<file path="src/design/cfm_pkg.sv">
// Shared types, constants and the prefix mask function of the CIDR first-match filter.
package cfm_pkg;

   localparam int ADDR_W = 32;
   localparam int IDX_W = 4;
   localparam int PREFIX_W = 6;
   localparam int RULE_SLOTS_DEF = 16;
   localparam int REACHABLE_SLOTS = 2 ** IDX_W;

   localparam logic [ADDR_W-1:0] MASK_ALL = '1;
   localparam logic [PREFIX_W-1:0] PREFIX_FULL = PREFIX_W'(ADDR_W);

   localparam logic OP_WRITE = 1'b0;
   localparam logic OP_CHECK = 1'b1;

   typedef struct packed {
      logic                valid;
      logic                op;
      logic [ADDR_W-1:0]   address;
      logic [IDX_W-1:0]    rule_index;
      logic [ADDR_W-1:0]   rule_network;
      logic [PREFIX_W-1:0] rule_prefix;
      logic                rule_action;
      logic                rule_enable;
      logic                hit;
      logic                allow;
      logic [IDX_W-1:0]    hit_index;
   } beat_type;

   function automatic logic [ADDR_W-1:0] prefix_mask(input logic [PREFIX_W-1:0] len);
      logic [ADDR_W-1:0] mask;
      if (len >= PREFIX_FULL) begin
         mask = MASK_ALL;
      end else begin
         mask = ~(MASK_ALL >> len);
      end
      return mask;
   endfunction

endpackage

</file>
<file path="src/design/cfm_req_if.sv">
// Request channel interface of the CIDR first-match filter.
interface cfm_req_if;
   logic                             valid;
   logic                             ready;
   logic                             op;
   logic [cfm_pkg::ADDR_W-1:0]       address;
   logic [cfm_pkg::IDX_W-1:0]        rule_index;
   logic [cfm_pkg::ADDR_W-1:0]       rule_network;
   logic [cfm_pkg::PREFIX_W-1:0]     rule_prefix;
   logic                             rule_action;
   logic                             rule_enable;

   modport source (
      output valid, op, address, rule_index, rule_network, rule_prefix, rule_action,
             rule_enable,
      input  ready
   );

   modport sink (
      input  valid, op, address, rule_index, rule_network, rule_prefix, rule_action,
             rule_enable,
      output ready
   );
endinterface

</file>
<file path="src/design/cfm_rsp_if.sv">
// Response channel interface of the CIDR first-match filter.
interface cfm_rsp_if;
   logic                         valid;
   logic                         ready;
   logic                         allow;
   logic                         hit;
   logic [cfm_pkg::IDX_W-1:0]    hit_index;

   modport source (
      output valid, allow, hit, hit_index,
      input  ready
   );

   modport sink (
      input  valid, allow, hit, hit_index,
      output ready
   );
endinterface

</file>
<file path="src/design/cfm_cell.sv">
// One rule cell of the filter chain: holds a rule and passes each beat to its neighbor.
module cfm_cell #(
   parameter int INDEX = 0
) (
   input  logic              clock,
   input  logic              reset,
   input  logic              advance,
   input  cfm_pkg::beat_type beat_in,
   output cfm_pkg::beat_type beat_out
);

   cfm_pkg::beat_type beat_ff, beat_next_in;
   logic [cfm_pkg::ADDR_W-1:0] net_ff, net_in;
   logic [cfm_pkg::ADDR_W-1:0] mask_ff, mask_in;
   logic action_ff, action_in;
   logic rule_valid_ff, rule_valid_in;
   logic slot_sel;
   logic rule_match;
   logic [cfm_pkg::ADDR_W-1:0] new_mask;

   always_comb begin
      slot_sel = (INDEX < cfm_pkg::REACHABLE_SLOTS) &&
                 (beat_in.rule_index == cfm_pkg::IDX_W'(INDEX));
      new_mask = cfm_pkg::prefix_mask(beat_in.rule_prefix);
      rule_match = rule_valid_ff && ((beat_in.address & mask_ff) == net_ff);

      net_in = net_ff;
      mask_in = mask_ff;
      action_in = action_ff;
      rule_valid_in = rule_valid_ff;
      beat_next_in = beat_in;

      if (advance && beat_in.valid) begin
         if (beat_in.op == cfm_pkg::OP_WRITE) begin
            if (slot_sel) begin
               rule_valid_in = beat_in.rule_enable;
               if (beat_in.rule_enable) begin
                  net_in = beat_in.rule_network & new_mask;
                  mask_in = new_mask;
                  action_in = beat_in.rule_action;
               end
            end
         end else if (!beat_in.hit && rule_match) begin
            beat_next_in.hit = 1'b1;
            beat_next_in.allow = action_ff;
            beat_next_in.hit_index = cfm_pkg::IDX_W'(INDEX);
         end
      end
   end

   always_ff @(posedge clock) begin
      net_ff <= net_in;
      mask_ff <= mask_in;
      action_ff <= action_in;
      if (reset) begin
         rule_valid_ff <= 1'b0;
         beat_ff.valid <= 1'b0;
      end else begin
         rule_valid_ff <= rule_valid_in;
         if (advance) begin
            beat_ff <= beat_next_in;
         end
      end
   end

   assign beat_out = beat_ff;

`ifndef SYNTHESIS
   a_reset_clears_rule : assert property (@(posedge clock)
      reset |=> !rule_valid_ff)
      else $error("rule valid bit survived reset");

   a_earlier_hit_kept : assert property (@(posedge clock) disable iff (reset)
      advance && beat_in.valid && beat_in.hit |=>
         beat_ff.hit && beat_ff.hit_index == $past(beat_in.hit_index))
      else $error("earlier rule hit was overridden");

   a_hit_not_above_cell : assert property (@(posedge clock) disable iff (reset)
      beat_ff.valid && beat_ff.hit |-> int'(beat_ff.hit_index) <= INDEX)
      else $error("hit index beyond cell position");
`endif

endmodule

</file>
<file path="src/design/cidr_first_match_filter_core.sv">
// Top level of the CIDR first-match filter: a chain of rule cells and a response register.
//
// Usage: the request channel carries rule writes (op low) and address checks
// (op high). A write stores or removes the rule at rule_index and gives no
// response beat. A check gives one response beat: allow, hit and hit_index of
// the lowest-index valid rule whose prefix covers the address, or deny with
// hit low and hit_index zero when no rule matches.
// Each request beat walks a chain of RULE_SLOTS cells, one cell per cycle while
// the chain advances, and a check then passes the response register before it
// appears on the response channel. One beat is accepted per cycle unless the
// chain holds; every later beat sees every earlier write in request order.
// Reset clears all rule valid bits and empties the chain; the rule contents
// themselves are not cleared. When the receiver stalls with a response beat
// waiting, the whole chain holds and req ready drops until that beat is taken.
module cidr_first_match_filter_core #(
   parameter int RULE_SLOTS = cfm_pkg::RULE_SLOTS_DEF
) (
   input  logic      clock,
   input  logic      reset,
   cfm_req_if.sink   req_chan,
   cfm_rsp_if.source rsp_chan
);

   cfm_pkg::beat_type chain [RULE_SLOTS+1];
   logic advance;
   logic rsp_valid_ff, rsp_valid_in;
   logic rsp_allow_ff, rsp_allow_in;
   logic rsp_hit_ff, rsp_hit_in;
   logic [cfm_pkg::IDX_W-1:0] rsp_index_ff, rsp_index_in;
   logic last_check;

   assign advance = !rsp_valid_ff || rsp_chan.ready;
   assign req_chan.ready = advance;

   always_comb begin
      chain[0].valid = req_chan.valid;
      chain[0].op = req_chan.op;
      chain[0].address = req_chan.address;
      chain[0].rule_index = req_chan.rule_index;
      chain[0].rule_network = req_chan.rule_network;
      chain[0].rule_prefix = req_chan.rule_prefix;
      chain[0].rule_action = req_chan.rule_action;
      chain[0].rule_enable = req_chan.rule_enable;
      chain[0].hit = 1'b0;
      chain[0].allow = 1'b0;
      chain[0].hit_index = '0;
   end

   for (genvar k = 0; k < RULE_SLOTS; k++) begin : g_cell
      cfm_cell #(
         .INDEX (k)
      ) u_cell (
         .clock    (clock),
         .reset    (reset),
         .advance  (advance),
         .beat_in  (chain[k]),
         .beat_out (chain[k+1])
      );
   end

   always_comb begin
      last_check = chain[RULE_SLOTS].valid && (chain[RULE_SLOTS].op == cfm_pkg::OP_CHECK);
      rsp_valid_in = rsp_valid_ff;
      rsp_allow_in = rsp_allow_ff;
      rsp_hit_in = rsp_hit_ff;
      rsp_index_in = rsp_index_ff;
      if (advance) begin
         rsp_valid_in = last_check;
         rsp_allow_in = chain[RULE_SLOTS].allow;
         rsp_hit_in = chain[RULE_SLOTS].hit;
         rsp_index_in = chain[RULE_SLOTS].hit_index;
      end
   end

   always_ff @(posedge clock) begin
      rsp_allow_ff <= rsp_allow_in;
      rsp_hit_ff <= rsp_hit_in;
      rsp_index_ff <= rsp_index_in;
      if (reset) begin
         rsp_valid_ff <= 1'b0;
      end else begin
         rsp_valid_ff <= rsp_valid_in;
      end
   end

   assign rsp_chan.valid = rsp_valid_ff;
   assign rsp_chan.allow = rsp_allow_ff;
   assign rsp_chan.hit = rsp_hit_ff;
   assign rsp_chan.hit_index = rsp_index_ff;

`ifndef SYNTHESIS
   a_reset_empties_output : assert property (@(posedge clock)
      reset |=> !rsp_valid_ff)
      else $error("response beat survived reset");

   a_miss_is_deny : assert property (@(posedge clock) disable iff (reset)
      rsp_valid_ff && !rsp_hit_ff |-> !rsp_allow_ff && rsp_index_ff == '0)
      else $error("miss response is not a clean deny");

   a_write_gives_no_beat : assert property (@(posedge clock) disable iff (reset)
      advance && chain[RULE_SLOTS].valid && chain[RULE_SLOTS].op == cfm_pkg::OP_WRITE
         |=> !rsp_valid_ff)
      else $error("write produced a response beat");
`endif

endmodule

</file>
<file path="src/flat_wrapper.sv">
// flat-port wrapper written by rule: the top's interface ports become plain ports
module cidr_first_match_filter_core_flat 
#(
   parameter int RULE_SLOTS = cfm_pkg::RULE_SLOTS_DEF
)
  (clock, reset, req_chan_valid, req_chan_op, req_chan_address, req_chan_rule_index, req_chan_rule_network, req_chan_rule_prefix, req_chan_rule_action, req_chan_rule_enable, req_chan_ready, rsp_chan_valid, rsp_chan_allow, rsp_chan_hit, rsp_chan_hit_index, rsp_chan_ready);
  cfm_req_if req_chan_i ();
  cfm_rsp_if rsp_chan_i ();
  input  logic clock;
  input  logic reset;
  input wire logic [$bits(req_chan_i.valid)-1:0] req_chan_valid;
  input wire logic [$bits(req_chan_i.op)-1:0] req_chan_op;
  input wire logic [$bits(req_chan_i.address)-1:0] req_chan_address;
  input wire logic [$bits(req_chan_i.rule_index)-1:0] req_chan_rule_index;
  input wire logic [$bits(req_chan_i.rule_network)-1:0] req_chan_rule_network;
  input wire logic [$bits(req_chan_i.rule_prefix)-1:0] req_chan_rule_prefix;
  input wire logic [$bits(req_chan_i.rule_action)-1:0] req_chan_rule_action;
  input wire logic [$bits(req_chan_i.rule_enable)-1:0] req_chan_rule_enable;
  output wire logic [$bits(req_chan_i.ready)-1:0] req_chan_ready;
  output wire logic [$bits(rsp_chan_i.valid)-1:0] rsp_chan_valid;
  output wire logic [$bits(rsp_chan_i.allow)-1:0] rsp_chan_allow;
  output wire logic [$bits(rsp_chan_i.hit)-1:0] rsp_chan_hit;
  output wire logic [$bits(rsp_chan_i.hit_index)-1:0] rsp_chan_hit_index;
  input wire logic [$bits(rsp_chan_i.ready)-1:0] rsp_chan_ready;
  assign req_chan_i.valid = req_chan_valid;
  assign req_chan_i.op = req_chan_op;
  assign req_chan_i.address = req_chan_address;
  assign req_chan_i.rule_index = req_chan_rule_index;
  assign req_chan_i.rule_network = req_chan_rule_network;
  assign req_chan_i.rule_prefix = req_chan_rule_prefix;
  assign req_chan_i.rule_action = req_chan_rule_action;
  assign req_chan_i.rule_enable = req_chan_rule_enable;
  assign req_chan_ready = req_chan_i.ready;
  assign rsp_chan_valid = rsp_chan_i.valid;
  assign rsp_chan_allow = rsp_chan_i.allow;
  assign rsp_chan_hit = rsp_chan_i.hit;
  assign rsp_chan_hit_index = rsp_chan_i.hit_index;
  assign rsp_chan_i.ready = rsp_chan_ready;
  cidr_first_match_filter_core #(.RULE_SLOTS(RULE_SLOTS)) u_core (.clock(clock), .reset(reset), .req_chan(req_chan_i), .rsp_chan(rsp_chan_i));
endmodule
</file>
<file path="config.mk">
export PLATFORM = sky130hd
export DESIGN_NAME = cidr_first_match_filter_core_flat
export DESIGN_NICKNAME = d
export VERILOG_FILES = /design/src/design/cfm_pkg.sv /design/src/design/cfm_req_if.sv /design/src/design/cfm_rsp_if.sv /design/src/design/cfm_cell.sv /design/src/design/cidr_first_match_filter_core.sv /design/src/flat_wrapper.sv
export SDC_FILE = /design/constraint.sdc
export NUM_CORES = 2
export LEC_CHECK = 0
export BUFFER_PORTS_ARGS = -buffer_cell sky130_fd_sc_hd__buf_2
export CAP_MARGIN = 20
export CORE_MARGIN = 2
export CORE_UTILIZATION = 52
export CTS_CLUSTER_DIAMETER = 80
export DETAILED_ROUTE_END_ITERATION = 6
export PLACE_DENSITY_LB_ADDON = 0.25
export SLEW_MARGIN = 5
export SYNTH_ARGS = -nofsm -noshare
export SYNTH_HDL_FRONTEND = slang
export SYNTH_SLANG_ARGS = --single-unit
</file>
<file path="constraint.sdc">
create_clock -name clock -period 113.3 [get_ports clock]
set_input_delay 5.665 -clock clock [delete_from_list [all_inputs] [get_ports clock]]
set_output_delay 5.665 -clock clock [all_outputs]
set_load 0.005 [all_outputs]
</file>
# Word-level counts from Yosys, hierarchy flattened
# Index checks and enable logic that the tools add are counted.
[word_totals]
ff_bits = 2331
in_bits = 81
elab_cells = 529
[classes]
magnitude_cmp = 16
n_eq_ne = 31
shift = 16
mux = 62
n_bitwise = 65
reduce_logical = 101
[op_table]
columns = ["cell", "n"]
rows = [
  ["$and 32x32->32", 32],
  ["$eq 32x32->1", 16],
  ["$mux 32", 16],
  ["$not 32->32", 16],
  ["$shr 32x6->32 const A", 16],
  ["$mux 6", 46],
  ["$ge 6x6->1 const B", 16],
  ["$reduce_and 4->1", 16],
  ["$reduce_and 3->1", 17],
  ["$logic_and 1x1->1", 48],
  ["$eq 4x4->1 const B", 8],
  ["$not 1->1", 17],
  ["$eq 4x3->1 const B", 4],
  ["$logic_not 1->1", 16],
  ["$eq 4x2->1 const B", 2],
  ["$eq 4x1->1 const B", 1],
  ["$logic_not 4->1", 1],
  ["$reduce_and 2->1", 2],
  ["$logic_or 1x1->1", 1],
]

# Longest topological paths before layout
[logic_depth]
depth_word = 7
mapped_depth = 10
ltp_nobuf = 8

# Cells and area by module
# From an unflattened synthesis, not the netlist that was laid out.
[unflattened]
hier_cells = 5465
area_unflattened_um2 = 89946.3
[modules_own_cells]
columns = ["module", "n_inst", "cells_each", "area_per_inst_um2"]
rows = [
  ["cfm_cell at u_core.g_cell[10].u_cell ...", 4, 339, 5617.9],
  ["cfm_cell at u_core.g_cell[1].u_cell ...", 2, 344, 5626.6],
  ["cfm_cell at u_core.g_cell[4].u_cell ...", 2, 344, 5622.9],
  ["cfm_cell at u_core.g_cell[11].u_cell ...", 2, 341, 5582.9],
  ["cfm_cell at u_core.g_cell[13].u_cell ...", 2, 339, 5582.9],
  ["cfm_cell at u_core.g_cell[3].u_cell", 1, 342, 5639.2],
  ["cfm_cell at u_core.g_cell[12].u_cell", 1, 339, 5614.1],
  ["cfm_cell at u_core.g_cell[0].u_cell", 1, 344, 5585.4],
  ["cfm_cell at u_core.g_cell[15].u_cell", 1, 337, 5575.3],
  ["cidr_first_match_filter_core", 1, 11, 230.2],
]

# Worst setup path after synthesis
# Ideal clock, no wire load.
[synth_path]
path_type = "in2reg"
from = "input reset"
to = "register u_core.g_cell[0].u_cell.beat_ff, in the netlist u_core.g_cell[0].u_cell.beat_out[10], enable pin"
setup_time_ps = 2884
arrival_time_ps = 57215
setup_slack_ps = 53201
stages = 3
path_buffers = 2
cell_sequence = "clkbuf_1 -> clkbuf_1 -> nor2_1"
[synth_between]
elab_chain_len = 2
[synth_rtl]
columns = ["element", "line", "text"]
rows = [
  ["from (decl)", "flat_wrapper.sv:10", "input logic reset;"],
  ["$not 1->1 (no source line)", "-", ""],
  ["$reduce_and 2->1 (no source line)", "-", ""],
  ["to (signal assigned)", "cfm_cell.sv:61", "beat_ff <= beat_next_in;"],
  ["to (decl)", "cfm_cell.sv:12", "cfm_pkg::beat_type beat_ff, beat_next_in;"],
]
# No other way between the ends.
# A chain may end at the register's enable or synchronous reset.

# Worst setup path after layout
[layout_path]
from = "input rsp_chan_ready"
to = "output req_chan_ready"
[layout_between]
elab_chain_len = 1
[layout_rtl]
columns = ["element", "line", "text"]
rows = [
  ["from (decl)", "flat_wrapper.sv:24", "input wire logic [$bits(rsp_chan_i.ready)-1:0] rsp_chan_ready;"],
  ["$logic_or 1x1->1", "cidr_first_match_filter_core.sv:32", "assign advance = !rsp_valid_ff || rsp_chan.ready;"],
  ["to (decl)", "flat_wrapper.sv:19", "output wire logic [$bits(req_chan_i.ready)-1:0] req_chan_ready;"],
]
# No other way between the ends.

==> run summary <==
Worst Skew: 35.8 ps
WL per Instance: 25.2 um
Setup Slack @ Placement: 101230 ps
worst slew pin tran: 1130 ps
number of DRC markers in iteration 0: 5283
Final setup viols: 0
sequential fraction of the synthesis area: 79.9%
htree depth: 4
main flop type after synthesis: edfxtp_1
Final Hold Viols: 0
CTS Buf Count: 222
core area: 165000 sq um
Critical-path top delay cell: buf_4
clock latency on the worst-skew pair: 840 ps
RSZ-0062 raised after global routing: false
wire length on met1: 80.6 mm
worst setup margin: 101260 ps
ant diodes: 0
nets: 5650
Final Non-Filler Cells: 7941
CTS Buffer Depth: 3
Setup TNS Final: 0 ps
clk slew on worst S/H paths: 60 ps
Tcrit/Tclk final: 10.6%
routability congestion estimate: 0.889
Leak: 32.4 nW
Fmax: 83.1 MHz
Clk pwr share: 40.3%
cts repair resizes: 0
most frequent CP cell: buf_2
sequential share of power: 57.0%
Worst EP arrival: 6370 ps
CTS sink cnt: 2316
CTS root buf: clkbuf_16
vias in the first global route: 42300
Max VDD drop: 17.1 uV
CP delay by family, top: buffers and inverters
Antenna Nets Post-Route: 0
largest net degree at the start of global routing: 197
final instance area: 96700 sq um
DRC errors left: 0
Synth area leaders: edfxtp_1 (79%), and2_1 (3.6%), nand2_1 (3.3%)
Ports: 89
switching share of power: 21.0%
DRT Pass-1 Iters: 6
Yosys cell types: 66
synth warn: 0
first-pass GRT wire length: 285 mm
Crit path largest cell delay: 310 ps
status: finished, final reports clean
Mapped Area: 86600 sq um
Switching Power: 0.369 mW
CTS tree: yes
top cells by count, synth: edfxtp_1 (2283), nand2_1 (765), and2_1 (505)
CP Class: input pin to primary output
Vias: 44900
# hold bufs at CTS: 0
pwr dens: 18.2 nW/um^2
Via-to-Cell Ratio: 5.65
Synth Net Count: 5410
Placement Rows: 149
Startpoint Class: input pin
Pins Over Slew Limit: 0
fin crit period: 12040 ps
Internal: 1.39 mW
asr flop ratio synth: 0%
die width: 412 um
Setup crit end kind: primary output
gr ovfl total: 0
Yosys reg bits: 2316
crit-path max FO: 19
Required @ worst endpoint: 107640 ps
DP Cell Count: 7534
layout cells sized above 1: 8.80%
average size of a mapped cell: 16.3 sq um
IO buf count: 88
CP bufs+invs: 4
placed cell areas: 89800 sq um
Worst slew margin: 24.0%
initial core utilization: 52.4%
Synth Instances: 5329
DR WL met2: 100 mm
Post-synth EDFFs: 2283
Synth top area share: 79.2%
Maximum Capacitance Violations: 0
Comb pwr share: 2.7%
Routed WL: 200 mm
GRT Total Usage: 23.4%
Post-CTS Setup Bufs: 0
Pwr Total: 1.76 mW
HP Class: register to register
area leader, netlist: edfxtp_1
DR WL met3: 14.7 mm
Die ar.: 170000 sq um
Layout area overhead: 11.7%
top-count cell post-synth: edfxtp_1
Die H: 412 um
cell chain of the critical path: buf_2 -> nor2b_4 -> buf_4 -> inv_2 -> buf_2
DPL Wire Length: 144 mm
antenna violations before repair: 7
top layer in use: met4
## routing by layer
metal,vias up,GRT usage (%)
li1,20100,-
met3,243,4.30
met1,22800,31.9
met5,-,0
met2,1668,39.2
met4,0,5.65
## cell usage in the layout (no fill, tap or decap), types with 54 or more instances in the layout
cell,instances
edfxtp_1,2283
and2_1,499
xor2_1,313
nor2_1,146
clkbuf_16,228
xnor2_1,59
buf_2,89
nand2b_1,72
nand3_1,80
a21oi_1,126
nand4_1,89
nor3_1,54
nand2_1,765
o21bai_1,76
inv_1,93
## final timing paths
path,start,to,slack (ps),cells past startpoint
worst max-delay path,rsp_chan_ready,req_chan_ready,101260,5
worst min-delay path,u_core.g_cell[15].u_cell.beat_out[3]$_DFFE_PP_,u_core.rsp_chan.hit_index[3]$_DFFE_PN_,420,0
worst max register to register,u_core.rsp_chan.valid$_SDFFE_PP0N_,u_core.g_cell[4].u_cell.beat_out[32]$_DFFE_PP_,108730,6
worst min register to register,u_core.g_cell[15].u_cell.beat_out[3]$_DFFE_PP_,u_core.rsp_chan.hit_index[3]$_DFFE_PN_,420,0
## cell type report
class / instances / area, sq um
sequential: 2316 / 69200
tap: 2189 / 2740
clock buffer: 288 / 6010
timing repair buffer: 120 / 716
clock inverter: 119 / 955
fill: 12400 / 68500
multi-input combinational: 2815 / 16700
inverter: 94 / 353
## per-stage QoR
step | hold WS (ps) | util [%]
after floorplan | 400 | -
after global placement | 406 | 54.3
after detailed placement | 410 | 54.3
after CTS | 422 | 58.6
after global routing | 425 | 58.6
final | 423 | 58.6
## power groups by stage
stage / Combinational, mW / Clock [mW] / Sequential (mW)
finish: 0.0481 / 0.708 / 1.00
global route: 0.0531 / 0.754 / 1.00
CTS: 0.0478 / 0.720 / 1.00
detailed placement: 0.0475 / 0 / 1.02
global placement: 0.0458 / 0 / 1.02
floorplan: 0.0354 / 0 / 1.04
## worst reg2reg max path, cell delays in order, from the launching register on
cell	delay, ps
dfxtp_1	310
nor2b_4	120
buf_4	220
nor2_4	760
buf_12	560
buf_4	1240
buf_4	930
## flip-flops by register name, summed over array words and instances, names as in the netlist
signal / flops
u_core.g_cell.u_cell.action_ff: 16
u_core.g_cell.u_cell.beat_out: 1253
u_core.g_cell.u_cell.mask_ff: 512
u_core.g_cell.u_cell.net_ff: 512
u_core.g_cell.u_cell.rule_valid_ff: 16
u_core.rsp_chan.allow: 1
u_core.rsp_chan.hit: 1
u_core.rsp_chan.hit_index: 4
u_core.rsp_chan.valid: 1
## logic make-up after synthesis
| logic type | count (synthesis) | synth area share [%] |
|---|---|---|
| compound gates | 466 | 3.72 |
| simple gates | 1956 | 11.5 |
| xor+xnor | 372 | 3.76 |
| mux | 21 | 0.269 |
| flops | 2316 | 79.9 |
| buf+inv | 198 | 0.868 |
No activity file was read; power rests on OpenSTA's default activity.
